===== src/hw/rtl/gesture_ratchet_key_mapper_assert.svh =====
// assertion macros for the gesture ratchet key mapper
`ifndef GESTURE_RATCHET_KEY_MAPPER_ASSERT_SVH
`define GESTURE_RATCHET_KEY_MAPPER_ASSERT_SVH

// same-cycle implication, sampled on clk, off during reset
`define GRT_ASSERT_IMP(lbl, ante, cons, msg) \
	lbl: assert property (@(posedge clk) disable iff (!arst_n) (ante) |-> (cons)) \
		else $error(msg);

// next-cycle implication, sampled on clk, off during reset
`define GRT_ASSERT_NXT(lbl, ante, cons, msg) \
	lbl: assert property (@(posedge clk) disable iff (!arst_n) (ante) |=> (cons)) \
		else $error(msg);

`endif


===== src/hw/rtl/grt_pkg.sv =====
// shared types, constants and codes of the gesture ratchet key mapper
`default_nettype none
package grt_pkg;

	localparam int BURST_LIMIT_DEF = 8;
	localparam int ACC_BITS_DEF = 32;

	localparam int SQRT_STEPS = 40;
	localparam int DIV_STEPS = 32;

	localparam logic [12:0] STEP_MIN = 13'd1;
	localparam logic [12:0] STEP_MAX = 13'd4096;
	localparam logic [12:0] STEP_RESET = 13'd64;

	// tangents in q16
	localparam logic [31:0] TAN22_Q16 = 32'd26478;
	localparam logic [31:0] TAN23_Q16 = 32'd27818;
	localparam logic [31:0] TAN67_Q16 = 32'd154393;
	localparam logic [31:0] TAN68_Q16 = 32'd162207;

	// 8-way direction codes
	localparam logic [2:0] DIR_E = 3'd0;
	localparam logic [2:0] DIR_SE = 3'd1;
	localparam logic [2:0] DIR_S = 3'd2;
	localparam logic [2:0] DIR_SW = 3'd3;
	localparam logic [2:0] DIR_W = 3'd4;
	localparam logic [2:0] DIR_NW = 3'd5;
	localparam logic [2:0] DIR_N = 3'd6;
	localparam logic [2:0] DIR_NE = 3'd7;

	localparam logic [1:0] CFG_KEYS_ESW = 2'd0;
	localparam logic [1:0] CFG_KEYS_WNE = 2'd1;
	localparam logic [1:0] CFG_STEP = 2'd2;

	typedef enum logic [1:0] {
		FUNC_MOVE = 2'd0,
		FUNC_BEGIN = 2'd1,
		FUNC_END = 2'd2,
		FUNC_TOGGLE = 2'd3
	} func_t;

	typedef struct packed {
		func_t func;
		logic signed [15:0] delta_x;
		logic signed [15:0] delta_y;
		logic signed [7:0] delta_h;
		logic signed [7:0] delta_v;
		logic [7:0] buttons_in;
		logic [7:0] table_id;
	} item_t;

	typedef struct packed {
		logic kind;
		logic [15:0] keycode;
		logic signed [15:0] out_x;
		logic signed [15:0] out_y;
		logic signed [7:0] out_h;
		logic signed [7:0] out_v;
		logic [7:0] buttons_out;
		logic gesture_on;
		logic last;
	} res_t;

	typedef enum logic [2:0] {
		MUL_AXAX,
		MUL_AYAY,
		MUL_TANA,
		MUL_TANB,
		MUL_CS
	} mul_sel_t;

	typedef enum logic [1:0] {
		EMIT_STATUS,
		EMIT_PASS,
		EMIT_TAP,
		EMIT_FINAL
	} emit_t;

	typedef enum logic [4:0] {
		ST_IDLE,
		ST_DECODE,
		ST_STATUS,
		ST_PASS,
		ST_SQX,
		ST_SQY,
		ST_SUM,
		ST_TEST,
		ST_DIR,
		ST_TAP,
		ST_SQRT,
		ST_CHK,
		ST_MUL,
		ST_DLOAD,
		ST_DIV,
		ST_DEND,
		ST_FINAL
	} state_t;

	typedef struct packed {
		logic load_item;
		logic decode;
		mul_sel_t mul_sel;
		logic cap_sq;
		logic add_sq;
		logic cap_prod;
		logic pick_dir;
		logic sqrt_init;
		logic sqrt_step;
		logic zero_travel;
		logic comp;
		logic div_init;
		logic div_step;
		logic div_end;
		logic emit;
		emit_t emit_kind;
	} cmd_t;

	typedef struct packed {
		logic is_cmd;
		logic active;
		logic ge_step;
		logic key_nz;
		logic d_le_s;
		logic out_free;
	} stat_t;

endpackage
`default_nettype wire


===== src/hw/rtl/grt_ctrl.sv =====
// controller state machine: sequences decode, ratchet loop and result emission
`default_nettype none
module grt_ctrl #(
	parameter int BURST_LIMIT = grt_pkg::BURST_LIMIT_DEF
) (
	input wire logic clk,
	input wire logic arst_n,
	input wire logic item_valid,
	output logic item_ready,
	input grt_pkg::stat_t st,
	output grt_pkg::cmd_t cmd
);
	localparam int FW = $clog2(BURST_LIMIT + 1);

	grt_pkg::state_t state_q, state_nx;
	logic [FW-1:0] fires_q;
	logic [5:0] iter_q;
	logic comp_q;

	always_comb begin
		state_nx = state_q;
		unique case (state_q)
			grt_pkg::ST_IDLE: if (item_valid) state_nx = grt_pkg::ST_DECODE;
			grt_pkg::ST_DECODE: begin
				if (st.is_cmd) state_nx = grt_pkg::ST_STATUS;
				else if (!st.active) state_nx = grt_pkg::ST_PASS;
				else state_nx = grt_pkg::ST_SQX;
			end
			grt_pkg::ST_STATUS, grt_pkg::ST_PASS, grt_pkg::ST_FINAL: begin
				if (st.out_free) state_nx = grt_pkg::ST_IDLE;
			end
			grt_pkg::ST_SQX: state_nx = grt_pkg::ST_SQY;
			grt_pkg::ST_SQY: state_nx = grt_pkg::ST_SUM;
			grt_pkg::ST_SUM: state_nx = grt_pkg::ST_TEST;
			grt_pkg::ST_TEST: state_nx = st.ge_step ? grt_pkg::ST_DIR : grt_pkg::ST_FINAL;
			grt_pkg::ST_DIR: state_nx = grt_pkg::ST_TAP;
			grt_pkg::ST_TAP: if (!st.key_nz || st.out_free) state_nx = grt_pkg::ST_SQRT;
			grt_pkg::ST_SQRT: if (iter_q == 6'd1) state_nx = grt_pkg::ST_CHK;
			grt_pkg::ST_CHK: state_nx = st.d_le_s ? grt_pkg::ST_FINAL : grt_pkg::ST_MUL;
			grt_pkg::ST_MUL: state_nx = grt_pkg::ST_DLOAD;
			grt_pkg::ST_DLOAD: state_nx = grt_pkg::ST_DIV;
			grt_pkg::ST_DIV: if (iter_q == 6'd1) state_nx = grt_pkg::ST_DEND;
			grt_pkg::ST_DEND: begin
				if (!comp_q) state_nx = grt_pkg::ST_MUL;
				else if (fires_q == FW'(BURST_LIMIT)) state_nx = grt_pkg::ST_FINAL;
				else state_nx = grt_pkg::ST_SQX;
			end
			default: state_nx = grt_pkg::ST_IDLE;
		endcase
	end

	always_comb begin
		cmd = '0;
		cmd.mul_sel = grt_pkg::MUL_AXAX;
		cmd.emit_kind = grt_pkg::EMIT_STATUS;
		cmd.comp = comp_q;
		item_ready = 1'b0;
		unique case (state_q)
			grt_pkg::ST_IDLE: begin
				item_ready = 1'b1;
				cmd.load_item = item_valid;
			end
			grt_pkg::ST_DECODE: cmd.decode = 1'b1;
			grt_pkg::ST_STATUS: begin
				cmd.emit = st.out_free;
				cmd.emit_kind = grt_pkg::EMIT_STATUS;
			end
			grt_pkg::ST_PASS: begin
				cmd.emit = st.out_free;
				cmd.emit_kind = grt_pkg::EMIT_PASS;
			end
			grt_pkg::ST_FINAL: begin
				cmd.emit = st.out_free;
				cmd.emit_kind = grt_pkg::EMIT_FINAL;
			end
			grt_pkg::ST_SQX: cmd.mul_sel = grt_pkg::MUL_AXAX;
			grt_pkg::ST_SQY: begin
				cmd.mul_sel = grt_pkg::MUL_AYAY;
				cmd.cap_sq = 1'b1;
			end
			grt_pkg::ST_SUM: begin
				cmd.mul_sel = grt_pkg::MUL_TANA;
				cmd.add_sq = 1'b1;
			end
			grt_pkg::ST_TEST: begin
				cmd.mul_sel = grt_pkg::MUL_TANB;
				cmd.cap_prod = 1'b1;
			end
			grt_pkg::ST_DIR: cmd.pick_dir = 1'b1;
			grt_pkg::ST_TAP: begin
				cmd.sqrt_init = 1'b1;
				cmd.emit = st.key_nz && st.out_free;
				cmd.emit_kind = grt_pkg::EMIT_TAP;
			end
			grt_pkg::ST_SQRT: cmd.sqrt_step = 1'b1;
			grt_pkg::ST_CHK: cmd.zero_travel = st.d_le_s;
			grt_pkg::ST_MUL: cmd.mul_sel = grt_pkg::MUL_CS;
			grt_pkg::ST_DLOAD: cmd.div_init = 1'b1;
			grt_pkg::ST_DIV: cmd.div_step = 1'b1;
			grt_pkg::ST_DEND: cmd.div_end = 1'b1;
			default: cmd.load_item = 1'b0;
		endcase
	end

	always_ff @(posedge clk or negedge arst_n) begin
		if (!arst_n) begin
			state_q <= grt_pkg::ST_IDLE;
			fires_q <= '0;
			iter_q <= '0;
			comp_q <= 1'b0;
		end else begin
			state_q <= state_nx;
			unique case (state_q)
				grt_pkg::ST_DECODE: begin
					fires_q <= '0;
					comp_q <= 1'b0;
				end
				grt_pkg::ST_DIR: fires_q <= fires_q + FW'(1);
				grt_pkg::ST_TAP: iter_q <= 6'(grt_pkg::SQRT_STEPS);
				grt_pkg::ST_DLOAD: iter_q <= 6'(grt_pkg::DIV_STEPS);
				grt_pkg::ST_SQRT, grt_pkg::ST_DIV: iter_q <= iter_q - 6'd1;
				grt_pkg::ST_CHK: comp_q <= 1'b0;
				grt_pkg::ST_DEND: comp_q <= ~comp_q;
				default: iter_q <= iter_q;
			endcase
		end
	end

endmodule
`default_nettype wire


===== src/hw/rtl/grt_datapath.sv =====
// datapath: config, travel state, shared multiplier, sqrt and divide units, result register
`default_nettype none
module grt_datapath #(
	parameter int ACC_BITS = grt_pkg::ACC_BITS_DEF
) (
	input wire logic clk,
	input wire logic arst_n,
	input grt_pkg::item_t item,
	input wire logic cfg_valid,
	input wire logic [1:0] cfg_index,
	input wire logic [63:0] cfg_data,
	input grt_pkg::cmd_t cmd,
	output grt_pkg::stat_t st,
	input wire logic res_ready,
	output logic res_valid,
	output grt_pkg::res_t res
);
	localparam logic [ACC_BITS-1:0] ACC_MAX = {1'b0, {(ACC_BITS-1){1'b1}}};
	localparam logic [ACC_BITS-1:0] ACC_MIN = {1'b1, {(ACC_BITS-1){1'b0}}};

	function automatic logic [15:0] key_of(input logic [63:0] lo, input logic [63:0] hi,
		input logic [2:0] d);
		logic [63:0] r;
		r = d[2] ? hi : lo;
		return r[16*d[1:0] +: 16];
	endfunction

	logic [63:0] ksw_q, kwn_q;
	logic [12:0] step_q, step_wr;
	logic [25:0] step_sq_q;
	logic active_q;
	logic [7:0] set_id_q;
	logic signed [ACC_BITS-1:0] tx_q, ty_q;
	grt_pkg::item_t item_q;
	logic [63:0] mul_q, prod_a_q, sum_q;
	logic [15:0] key_q;
	logic [79:0] rad_q;
	logic [41:0] srem_q;
	logic [39:0] root_q, drem_q;
	logic [31:0] dq_q;
	grt_pkg::res_t res_q, res_d;
	logic res_valid_q;

	logic signed [ACC_BITS:0] tx_w, ty_w, sx, sy;
	logic [ACC_BITS:0] ax_w, ay_w;
	logic [31:0] ax, ay, acomp, mul_a, mul_b;
	logic x_neg, y_neg, x_pos;
	logic [ACC_BITS-1:0] nx_sat, ny_sat;
	grt_pkg::func_t func_eff;
	logic [63:0] ay_sh;
	logic [2:0] dir, dir_fb;
	logic [15:0] key_a, key_pick;
	logic [43:0] s_rem, s_trial;
	logic [40:0] d_rem;
	logic [31:0] ceil_q, m_val;
	logic signed [ACC_BITS:0] m_w, new_w;

	// clamp of the step register on write
	always_comb begin
		step_wr = cfg_data[12:0];
		if (step_wr < grt_pkg::STEP_MIN) step_wr = grt_pkg::STEP_MIN;
		else if (step_wr > grt_pkg::STEP_MAX) step_wr = grt_pkg::STEP_MAX;
	end

	// magnitudes and signs of the travel vector
	assign tx_w = (ACC_BITS+1)'(tx_q);
	assign ty_w = (ACC_BITS+1)'(ty_q);
	assign x_neg = tx_q[ACC_BITS-1];
	assign y_neg = ty_q[ACC_BITS-1];
	assign x_pos = !x_neg && (tx_q != '0);
	assign ax_w = x_neg ? -tx_w : tx_w;
	assign ay_w = y_neg ? -ty_w : ty_w;
	assign ax = 32'(ax_w);
	assign ay = 32'(ay_w);
	assign acomp = cmd.comp ? ay : ax;

	// saturating accumulate
	assign sx = tx_w + (ACC_BITS+1)'(item_q.delta_x);
	assign sy = ty_w + (ACC_BITS+1)'(item_q.delta_y);
	assign nx_sat = (sx[ACC_BITS] != sx[ACC_BITS-1]) ? (sx[ACC_BITS] ? ACC_MIN : ACC_MAX)
		: sx[ACC_BITS-1:0];
	assign ny_sat = (sy[ACC_BITS] != sy[ACC_BITS-1]) ? (sy[ACC_BITS] ? ACC_MIN : ACC_MAX)
		: sy[ACC_BITS-1:0];

	// toggle resolves to end when the same set is active
	always_comb begin
		unique case (item_q.func)
			grt_pkg::FUNC_MOVE: func_eff = grt_pkg::FUNC_MOVE;
			grt_pkg::FUNC_BEGIN: func_eff = grt_pkg::FUNC_BEGIN;
			grt_pkg::FUNC_END: func_eff = grt_pkg::FUNC_END;
			grt_pkg::FUNC_TOGGLE: func_eff = (active_q && set_id_q == item_q.table_id)
				? grt_pkg::FUNC_END : grt_pkg::FUNC_BEGIN;
		endcase
	end

	// shared multiplier operands
	always_comb begin
		mul_a = ax;
		mul_b = ax;
		unique case (cmd.mul_sel)
			grt_pkg::MUL_AXAX: begin
				mul_a = ax;
				mul_b = ax;
			end
			grt_pkg::MUL_AYAY: begin
				mul_a = ay;
				mul_b = ay;
			end
			grt_pkg::MUL_TANA: begin
				mul_a = ax;
				mul_b = x_pos ? grt_pkg::TAN23_Q16 : grt_pkg::TAN22_Q16;
			end
			grt_pkg::MUL_TANB: begin
				mul_a = ax;
				mul_b = x_pos ? grt_pkg::TAN68_Q16 : grt_pkg::TAN67_Q16;
			end
			grt_pkg::MUL_CS: begin
				mul_a = acomp;
				mul_b = 32'({step_q, 8'h00});
			end
			default: mul_a = ax;
		endcase
	end

	// sector pick: prod_a_q holds the near edge, mul_q the far edge
	assign ay_sh = {16'h0000, ay, 16'h0000};
	always_comb begin
		if (x_pos) begin
			if (ay_sh < prod_a_q) dir = grt_pkg::DIR_E;
			else if (ay_sh < mul_q) dir = y_neg ? grt_pkg::DIR_NE : grt_pkg::DIR_SE;
			else dir = y_neg ? grt_pkg::DIR_N : grt_pkg::DIR_S;
		end else if (!x_neg) begin
			dir = y_neg ? grt_pkg::DIR_N : grt_pkg::DIR_S;
		end else begin
			if (ay_sh <= prod_a_q) dir = grt_pkg::DIR_W;
			else if (ay_sh <= mul_q) dir = y_neg ? grt_pkg::DIR_NW : grt_pkg::DIR_SW;
			else dir = y_neg ? grt_pkg::DIR_N : grt_pkg::DIR_S;
		end
		if (ax >= ay) dir_fb = x_neg ? grt_pkg::DIR_W : grt_pkg::DIR_E;
		else dir_fb = y_neg ? grt_pkg::DIR_N : grt_pkg::DIR_S;
		key_a = key_of(ksw_q, kwn_q, dir);
		// empty diagonal falls back to the dominant cardinal
		key_pick = (key_a == 16'h0000 && dir[0]) ? key_of(ksw_q, kwn_q, dir_fb) : key_a;
	end

	// one root bit per step
	assign s_rem = {srem_q, rad_q[79:78]};
	assign s_trial = {2'b00, root_q, 2'b01};
	// one quotient bit per step
	assign d_rem = {drem_q, dq_q[31]};
	// shrink by ceil(a*s/d)
	assign ceil_q = dq_q + 32'(drem_q != '0);
	assign m_val = acomp - ceil_q;
	assign m_w = (ACC_BITS+1)'(m_val);
	assign new_w = (cmd.comp ? y_neg : x_neg) ? -m_w : m_w;

	// next result word
	always_comb begin
		res_d = '0;
		res_d.gesture_on = active_q;
		unique case (cmd.emit_kind)
			grt_pkg::EMIT_STATUS: res_d.last = 1'b1;
			grt_pkg::EMIT_PASS: begin
				res_d.out_x = item_q.delta_x;
				res_d.out_y = item_q.delta_y;
				res_d.out_h = item_q.delta_h;
				res_d.out_v = item_q.delta_v;
				res_d.buttons_out = item_q.buttons_in;
				res_d.last = 1'b1;
			end
			grt_pkg::EMIT_TAP: begin
				res_d.kind = 1'b1;
				res_d.keycode = key_q;
			end
			grt_pkg::EMIT_FINAL: begin
				res_d.buttons_out = item_q.buttons_in;
				res_d.last = 1'b1;
			end
		endcase
	end

	always_ff @(posedge clk or negedge arst_n) begin
		if (!arst_n) begin
			ksw_q <= '0;
			kwn_q <= '0;
			step_q <= grt_pkg::STEP_RESET;
			step_sq_q <= 26'(grt_pkg::STEP_RESET) * 26'(grt_pkg::STEP_RESET);
			active_q <= 1'b0;
			set_id_q <= '0;
			tx_q <= '0;
			ty_q <= '0;
			res_valid_q <= 1'b0;
		end else begin
			if (cfg_valid) begin
				unique case (cfg_index)
					grt_pkg::CFG_KEYS_ESW: ksw_q <= cfg_data;
					grt_pkg::CFG_KEYS_WNE: kwn_q <= cfg_data;
					grt_pkg::CFG_STEP: begin
						step_q <= step_wr;
						step_sq_q <= 26'(step_wr) * 26'(step_wr);
					end
					default: step_q <= step_q;
				endcase
			end
			if (cmd.decode) begin
				if (func_eff == grt_pkg::FUNC_BEGIN) begin
					active_q <= 1'b1;
					set_id_q <= item_q.table_id;
					tx_q <= '0;
					ty_q <= '0;
				end else if (func_eff == grt_pkg::FUNC_END) begin
					active_q <= 1'b0;
					tx_q <= '0;
					ty_q <= '0;
				end else if (active_q) begin
					tx_q <= nx_sat;
					ty_q <= ny_sat;
				end
			end
			if (cmd.zero_travel) begin
				tx_q <= '0;
				ty_q <= '0;
			end
			if (cmd.div_end) begin
				if (cmd.comp) ty_q <= ACC_BITS'(new_w);
				else tx_q <= ACC_BITS'(new_w);
			end
			if (cmd.emit) res_valid_q <= 1'b1;
			else if (res_ready) res_valid_q <= 1'b0;
		end
	end

	always_ff @(posedge clk) begin
		if (cmd.load_item) item_q <= item;
		mul_q <= 64'(mul_a) * 64'(mul_b);
		if (cmd.cap_sq) sum_q <= mul_q;
		if (cmd.add_sq) sum_q <= sum_q + mul_q;
		if (cmd.cap_prod) prod_a_q <= mul_q;
		if (cmd.pick_dir) key_q <= key_pick;
		if (cmd.sqrt_init) begin
			rad_q <= {sum_q, 16'h0000};
			srem_q <= '0;
			root_q <= '0;
		end
		if (cmd.sqrt_step) begin
			rad_q <= {rad_q[77:0], 2'b00};
			if (s_rem >= s_trial) begin
				srem_q <= 42'(s_rem - s_trial);
				root_q <= {root_q[38:0], 1'b1};
			end else begin
				srem_q <= 42'(s_rem);
				root_q <= {root_q[38:0], 1'b0};
			end
		end
		if (cmd.div_init) begin
			drem_q <= 40'(mul_q[52:32]);
			dq_q <= mul_q[31:0];
		end
		if (cmd.div_step) begin
			if (d_rem >= {1'b0, root_q}) begin
				drem_q <= 40'(d_rem - {1'b0, root_q});
				dq_q <= {dq_q[30:0], 1'b1};
			end else begin
				drem_q <= 40'(d_rem);
				dq_q <= {dq_q[30:0], 1'b0};
			end
		end
		if (cmd.emit) res_q <= res_d;
	end

	always_comb begin
		st = '0;
		st.is_cmd = (func_eff != grt_pkg::FUNC_MOVE);
		st.active = active_q;
		st.ge_step = (sum_q >= 64'(step_sq_q));
		st.key_nz = (key_q != 16'h0000);
		st.d_le_s = (root_q <= 40'({step_q, 8'h00}));
		st.out_free = !res_valid_q || res_ready;
	end
	assign res_valid = res_valid_q;
	assign res = res_q;

endmodule
`default_nettype wire


===== src/hw/rtl/gesture_ratchet_key_mapper.sv =====
// top level of the gesture ratchet key mapper: controller plus datapath
// usage:
//  - item channel (item_valid/item_ready/item) takes one pointer report or command word
//  - res channel (res_valid/res_ready/res) gives result words, last set on the final one
//  - cfg channel (cfg_valid/cfg_ready/cfg_index/cfg_data) writes key tables and step;
//    cfg_ready is always high, write only while the block is idle
//  - commands and moves while idle: one result word
//  - moves while a gesture is on: each tap runs a root extraction and up to two divides
//    through one shared divide unit, with at most BURST_LIMIT taps in a burst
//  - one word in work at a time; item_ready rises once the last result word is loaded
//    in the output register, so the next word is taken while that result waits
//  - a stalled receiver holds the result register and the controller waits for it
//  - reset clears gesture state, travel vector and key tables, step returns to 64,
//    and no result is pending
`default_nettype none
module gesture_ratchet_key_mapper #(
	parameter int BURST_LIMIT = grt_pkg::BURST_LIMIT_DEF,
	parameter int ACC_BITS = grt_pkg::ACC_BITS_DEF
) (
	input wire logic clk,
	input wire logic arst_n,
	input wire logic item_valid,
	output logic item_ready,
	input grt_pkg::item_t item,
	output logic res_valid,
	input wire logic res_ready,
	output grt_pkg::res_t res,
	input wire logic cfg_valid,
	output logic cfg_ready,
	input wire logic [1:0] cfg_index,
	input wire logic [63:0] cfg_data
);
	`include "gesture_ratchet_key_mapper_assert.svh"

	grt_pkg::cmd_t cmd;
	grt_pkg::stat_t st;

	// config registers take a write in any cycle
	assign cfg_ready = 1'b1;

	// sequencer
	grt_ctrl #(
		.BURST_LIMIT(BURST_LIMIT)
	) u_ctrl (
		.clk(clk),
		.arst_n(arst_n),
		.item_valid(item_valid),
		.item_ready(item_ready),
		.st(st),
		.cmd(cmd)
	);

	// arithmetic, state and result register
	grt_datapath #(
		.ACC_BITS(ACC_BITS)
	) u_dp (
		.clk(clk),
		.arst_n(arst_n),
		.item(item),
		.cfg_valid(cfg_valid),
		.cfg_index(cfg_index),
		.cfg_data(cfg_data),
		.cmd(cmd),
		.st(st),
		.res_ready(res_ready),
		.res_valid(res_valid),
		.res(res)
	);

	// one word in work at a time
	`GRT_ASSERT_NXT(a_busy_after_take, item_valid && item_ready, !item_ready, "took word while busy")
	// key taps are never final and only while a gesture is on
	`GRT_ASSERT_IMP(a_tap_form, res_valid && res.kind, !res.last && res.gesture_on, "bad tap word")
	// every non-tap word closes its item
	`GRT_ASSERT_IMP(a_report_last, res_valid && !res.kind, res.last, "report word not last")
	// result only loaded when the output register is free
	`GRT_ASSERT_IMP(a_emit_free, cmd.emit, st.out_free, "result overwritten")

endmodule
`default_nettype wire

===== config.mk =====
export PLATFORM = sky130hd
export DESIGN_NAME = gesture_ratchet_key_mapper
export DESIGN_NICKNAME = d
export VERILOG_FILES = /design/src/hw/rtl/grt_pkg.sv /design/src/hw/rtl/grt_ctrl.sv /design/src/hw/rtl/grt_datapath.sv /design/src/hw/rtl/gesture_ratchet_key_mapper.sv
export VERILOG_INCLUDE_DIRS = /design/src /design/src/hw/rtl
export SDC_FILE = /design/constraint.sdc
export NUM_CORES = 2
export LEC_CHECK = 0
export BUFFER_PORTS_ARGS = -buffer_cell sky130_fd_sc_hd__buf_4
export CELL_PAD_IN_SITES_DETAIL_PLACEMENT = 0
export CELL_PAD_IN_SITES_GLOBAL_PLACEMENT = 1
export CORE_UTILIZATION = 46
export CTS_CLUSTER_DIAMETER = 120
export DETAILED_ROUTE_END_ITERATION = 8
export HOLD_SLACK_MARGIN = 0.02
export PLACE_DENSITY_LB_ADDON = 0.3
export RECOVER_POWER = 25
export SLEW_MARGIN = 30
export SYNTH_ARGS = -nofsm -noshare
export SYNTH_HDL_FRONTEND = slang
export SYNTH_SLANG_ARGS = --single-unit

===== constraint.sdc =====
create_clock -name clk -period 11.82 [get_ports clk]
set_input_delay 0.591 -clock clk [delete_from_list [all_inputs] [get_ports clk]]
set_output_delay 0.591 -clock clk [all_outputs]
set_load 0.02 [all_outputs]

* Word level (Yosys, flattened, before mapping) *
Index checks and enable logic that the tools add are counted.

word-level totals
  input port bits = 137
  word-level logic and storage cells = 241
  output and inout bits = 78
  register bits after elaboration = 824

cells by class
  multipliers = 2
  order comparisons = 11
  reduce and logical (&&, ||, !) cells = 37
  mux-type cells = 97
  add/sub/neg operators = 12
  equal/unequal tests = 40
  bitwise logic cells = 1
  shift operators = 2

operators with widths
  cell                                                 number
  2-to-1 mux 32 bit                                    24
  2-to-1 mux 64 bit                                    4
  2-to-1 mux 40 bit                                    5
  2-to-1 mux 80 bit                                    2
  less-or-equal comparator 48 x 64 -> 1 bit            2
  < comparator 48 x 64 -> 1 bit                        2
  case mux 32 bit (4 select lines)                     1
  variable part select 64 x 7 -> 16 bit                2
  2-to-1 mux 42 bit                                    3
  negation 32 bit                                      3
  case mux 5 bit (15 select lines)                     1
  adder 32 x 16 -> 33 bit                              2
  adder 64 bit                                         1
  greater-or-equal comparator 64 x 26 -> 1 bit         1
  multiplier 32 x 32 -> 64 bit                         1
  case mux 32 bit (2 select lines)                     1
  2-to-1 mux 5 bit                                     10
  greater-or-equal comparator 44 x 42 -> 1 bit         1
  subtractor 42 bit                                    1
  greater-or-equal comparator 41 x 40 -> 1 bit         1
  equality test 5 x 4 -> 1 bit, second input constant  8
  less-or-equal comparator 40 x 21 -> 1 bit            1
  nonzero test 40 bit                                  1
  subtractor 40 bit                                    1
  other kinds (51)                                     123

* Longest topological paths before layout *
  word-level depth = 12
  mapped depth = 43
  mapped depth without buffers = 42

* Cells and area by module *
From an unflattened synthesis, not the netlist that was laid out.

second synthesis, totals
  cell total of the unflattened synthesis = 9469
  area total of the unflattened synthesis = 89687.3 µm²

by module, submodules not included
  module                      area each (µm²)  times used  sequential area each (µm²)  cells each
  grt_datapath                88472.4          1           22369.0                     9316
  grt_ctrl                    1203.7           1           400.4                       151
  gesture_ratchet_key_mapper  11.3             1           0.0                         2

* Worst setup path after synthesis *
Ideal clock, no wire load.

  path type = reg2reg
  start point = register u_ctrl.state_q[4]
  end point = register u_dp.mul_q[60]
  period minus slack after synthesis = 11797 ps
  library setup time = 72 ps
  path buffers = 2
  cell stages (with the launch flop) = 34
  setup slack = 23 ps
  data required time = 11748 ps
  arrival time = 11725 ps
  path through = dfrtp_1 > clkbuf_1 > nor2b_1 > nand2b_1 > nor2_1 > nor3_1 > clkbuf_1 > nor2_1 > fa_1 > inv_1 > fa_1 > fa_1 > fa_1 > inv_1 > fa_1 > fa_1 > fa_1 > inv_1 > fa_1 > inv_1 > ha_1 > a21o_1 > a21o_1 > a21oi_1 > nand2b_1 > o211ai_1 > o41ai_1 > a31oi_1 > o31ai_1 > a211oi_1 > o211ai_1 > a21bo_2 > a311oi_1 > xnor2_1

between the ends
  longest elaborated chain between the ends = 5
  elaborated cells on any way between the ends = 12
  classes of those cells = mul: 1; eq/ne: 8; mux: 3

RTL lines
  element                                                                               RTL line             source
  from (decl)                                                                           grt_ctrl.sv:15       grt_pkg::state_t state_q, state_nx;
  from (signal assigned)                                                                grt_ctrl.sv:107      state_q <= grt_pkg::ST_IDLE;
  from (signal assigned)                                                                grt_ctrl.sv:112      state_q <= state_nx;
  equality test 5 x 4 -> 1 bit or equality test 5 x 3 -> 1 bit (tied branches)          grt_ctrl.sv:58       unique case (state_q)
  case mux 3 bit (4 select lines) *                                                     grt_ctrl.sv:58
  equality test 3 bit (tied with other cells)                                           grt_datapath.sv:100  unique case (cmd.mul_sel)
  case mux 32 bit (4 select lines) or case mux 32 bit (2 select lines) (tied branches)  grt_datapath.sv:100
  multiplier 32 x 32 -> 64 bit *                                                        grt_datapath.sv:235  mul_q <= 64'(mul_a) * 64'(mul_b);
  to (signal assigned)                                                                  grt_datapath.sv:235
  to (decl)                                                                             grt_datapath.sv:35   logic [63:0] mul_q, prod_a_q, sum_q;

Mark *: on every way between the ends. The rest lies on a longest branch, timed or not.
A chain may end at the register's enable or synchronous reset.

* Final worst setup path *
  start point = register u_dp.ty_q[5]
  end point = register u_dp.mul_q[63]

between the ends
  longest elaborated chain between the ends = 5
  elaborated cells on any way between the ends = 6
  classes of those cells = add/sub: 1; mul: 1; mux: 4

RTL lines
  element                           RTL line             source
  from (decl)                       grt_datapath.sv:33   logic signed [ACC_BITS-1:0] tx_q, ty_q;
  from (signal assigned)            grt_datapath.sv:217  ty_q <= ny_sat;
  from (signal assigned)            grt_datapath.sv:225  if (cmd.comp) ty_q <= ACC_BITS'(new_w);
  negation 32 bit                   grt_datapath.sv:72   assign ay_w = y_neg ? -ty_w : ty_w;
  2-to-1 mux 32 bit *               grt_datapath.sv:72
  2-to-1 mux 32 bit                 grt_datapath.sv:75   assign acomp = cmd.comp ? ay : ax;
  case mux 32 bit (2 select lines)  grt_datapath.sv:100
  multiplier 32 x 32 -> 64 bit *    grt_datapath.sv:235

Marked as above.

==> results.yml <==
grt:
  gr-total-overflow: 0
  grt_pass1_vias: 72670
  grt_max_degree: 80
  grt_antenna_before_repair: 11
  grt_usage_pct: 32.3
  grt_pass1_wl_mm: 468
logic_synthesis:
  seq_area_frac_synth_pct: 25.6
  avgSynthCellArea_um2: 9.35
  synth_common_cells: "inv_1, nand2_1, fa_1"
  ys_types: 103
  netlist_instances: 9504
  async_flop_share_pct: 31.0
  synth_mux_area_share_pct: 4.03
  synth_xor_area_share_pct: 3.89
  ys_ff_latch: 822
  synthSimpleGateAreaFrac_pct: 13.5
  netlist.area_leader.share_pct: 22.5
  synth_area_leaders: "fa_1, edfxtp_1, ha_1"
  yosysMostFrequentCell: "inv_1"
  syn_area_um2: 88900
  synth_top_family_by_area: "adder cells"
  synth_top_cell_by_area: "fa_1"
  synth_compound_area_share_pct: 12.3
  synth_fa_ha_area_share_pct: 32.9
  synth_edf_count: 503
  ys_dominant_reg_cell: "edfxtp_1"
  synth_warnings: 0
timing:
  slew_headroom_pct: -276
  fin_crit_sh_pct: 97.0
  fin_crit_ns: 11.47
  max_freq_ghz: 0.0872
  hold_viol: 0
  finalSetupViolCount: 0
  finClkSkew_ns: 0.0943
  final.setup.worst_slack_ns: 0.355
  worst_slew_pin_slew_ns: 5.65
  drv_slew: 434
clock_network:
  clock_latency_ns: 0.83
  clkTransAtPathRegs_ns: 0.07
  clock-sinks: 822
  clockBufferDepth: 3
  root_buffer: "clkbuf_16"
  cts_tree: "done"
  h-tree-depth: 3
  cts_buffers: 97
cells_and_area:
  area_growth_syn_to_layout_pct: 12.1
  nets: 11778
  drive_gt1_share_pct: 10.3
routing:
  drc: 0
  dr.pass1.iters: 6
  drtIter0Drc: 6502
  wl_per_cell_um: 25.0
  route.vias.total: 71924
  ant_nets: 0
  wl_mm: 312
  vias_per_cell: 5.75
setup_path:
  crit_type: "register to register"
  crit_top_cell: "fa_1"
  endpoint_kind: "register"
  startpoint_type: "register"
  worstPathRequired_ns: 12.49
  crit_path_max_fanout: 18
  max_stage_delay_ns: 0.62
  slowest_stage: "xor2_1"
  crit_arrival_ns: 12.14
status:
  violations: "capacitance limit, slew limit"
  status: "finished, violations left"
place:
  gp_congestion: 1.04
  dp_hpwl_mm: 251
  place_ws_ns: 0.223
  io_buffers: 213
die:
  start_util_pct: 46.5
  die_area_um2: 195000
  die_w_um: 442
  io_pins: 215
  fp.coreArea_um2: 191000
  die_h_um: 442
  num_rows: 160
job:
  max_cap_viol_count: 7
worst_hold_path:
  hold_class: "primary input to register"
## repair_timing
| item | 4_1_cts | 5_1_grt |
|---|---|---|
| gates resized for setup | 0 | 20 |
| hold endpoints to repair | 244 | 0 |
| endpoints found under the setup margin | 0 | 10 |
| hold buffers | 118 | 0 |
| buffers inserted | 0 | 8 |
## cell families after synthesis
logic type                 count (synthesis)
xor gates and xnor gates                 390
and+or+nand+nor                         2734
other                                      2
buffers and inverters                   1787
AOI/OAI and AO/OA                       1702
adders and majority gates               1735
DFF                                      822
muxes                                    332
## state kept, by name (all words and copies together) (netlist names), 42 cells and up
name / cells
u_dp.rad_q: 64
u_dp.mul_q: 64
u_dp.kwn_q: 64
u_dp.res: 75
u_dp.ksw_q: 64
u_dp.prod_a_q: 64
u_dp.item_q: 66
u_dp.sum_q: 64
u_dp.srem_q: 42
## metrics by stage
step	setup TNS [ns]	utilization [%]	cells	hold WS [ns]	instance area, um2
after floorplan	0	-	9541	0.295	89000
final	0	52.1	12508	0.133	99600
after detailed placement	0	49.8	12189	0.471	95100
after CTS	0	52.1	12491	0.0915	99500
after global placement	0	49.8	12189	0.464	95000
after global routing	-0.0106	52.1	12504	0.110	99600
## critical path, delay by kind of cell, from the launching register on
family | cells | cell delay, ns
adder cells (fa/ha/maj) | 9 | 4.06
flip-flops | 1 | 0.40
buffers and inverters | 10 | 1.36
AND/OR/NAND/NOR | 8 | 1.89
XOR/XNOR | 1 | 0.62
AO/OA/AOI/OAI | 14 | 3.02
## final timing paths
kind	startpoint	to	cells past startpoint	slack, ns
min reg2reg	u_dp.step_sq_q[14]	u_dp.step_sq_q[14]	2	0.48
min	cfg_data[4]	u_dp.kwn_q[4]	2	0.13
max reg2reg	u_dp.ty_q[5]	u_dp.mul_q[63]	42	0.35
min in group asynchronous	arst_n	u_dp.step_sq_q[21]	2	2.42
max in group asynchronous	arst_n	u_dp.ksw_q[52]	4	3.92
max	u_dp.ty_q[5]	u_dp.mul_q[63]	42	0.35
## layout by cell type, fill, tap and decap left out, types with 70 or more instances in the layout
cell type / synthesis / routed
inv_1: 1372 / 1371
ha_1: 735 / 735
nand2b_1: 72 / 72
a211oi_1: 83 / 75
edfxtp_1: 503 / 503
dfrtp_1: 253 / 250
xor2_1: 160 / 158
a21o_1: 257 / 257
mux2_2: 188 / 188
mux2i_1: 142 / 142
nand2_1: 1141 / 1137
nand4_1: 70 / 70
and2_1: 96 / 95
o21ai_0: 410 / 400
nor3_1: 81 / 76
buf_4: 4 / 446
dlygate4sd3_1: 0 / 118
xnor2_1: 225 / 223
nor2_1: 902 / 895
fa_1: 1000 / 998
a21oi_1: 441 / 436
clkbuf_16: 0 / 97
## routing by layer
metal	part of all wire [%]	global-route usage [%]	vias up
met5	0.0087	0	-
met2	45	51.3	2790
li1	-	-	32371
met4	5.0	13.6	4
met1	42	43.4	36169
met3	8.1	5.83	590
## layout make-up
type                            count  area [um2]
Sequential cell                   822       22800
Clock inverter                     51         616
Clock buffer                      133        2610
Fill cell                       17586       91400
Timing Repair Buffer              668        5320
Antenna cell                        6        15.0
Multi-Input combinational cell   6932       59900
Inverter                         1385        5200
Tap cell                         2511        3140
Power is left out: the tool's default activity adds up to more than one toggle a clock period on the data nets, which glitch-free logic cannot reach.
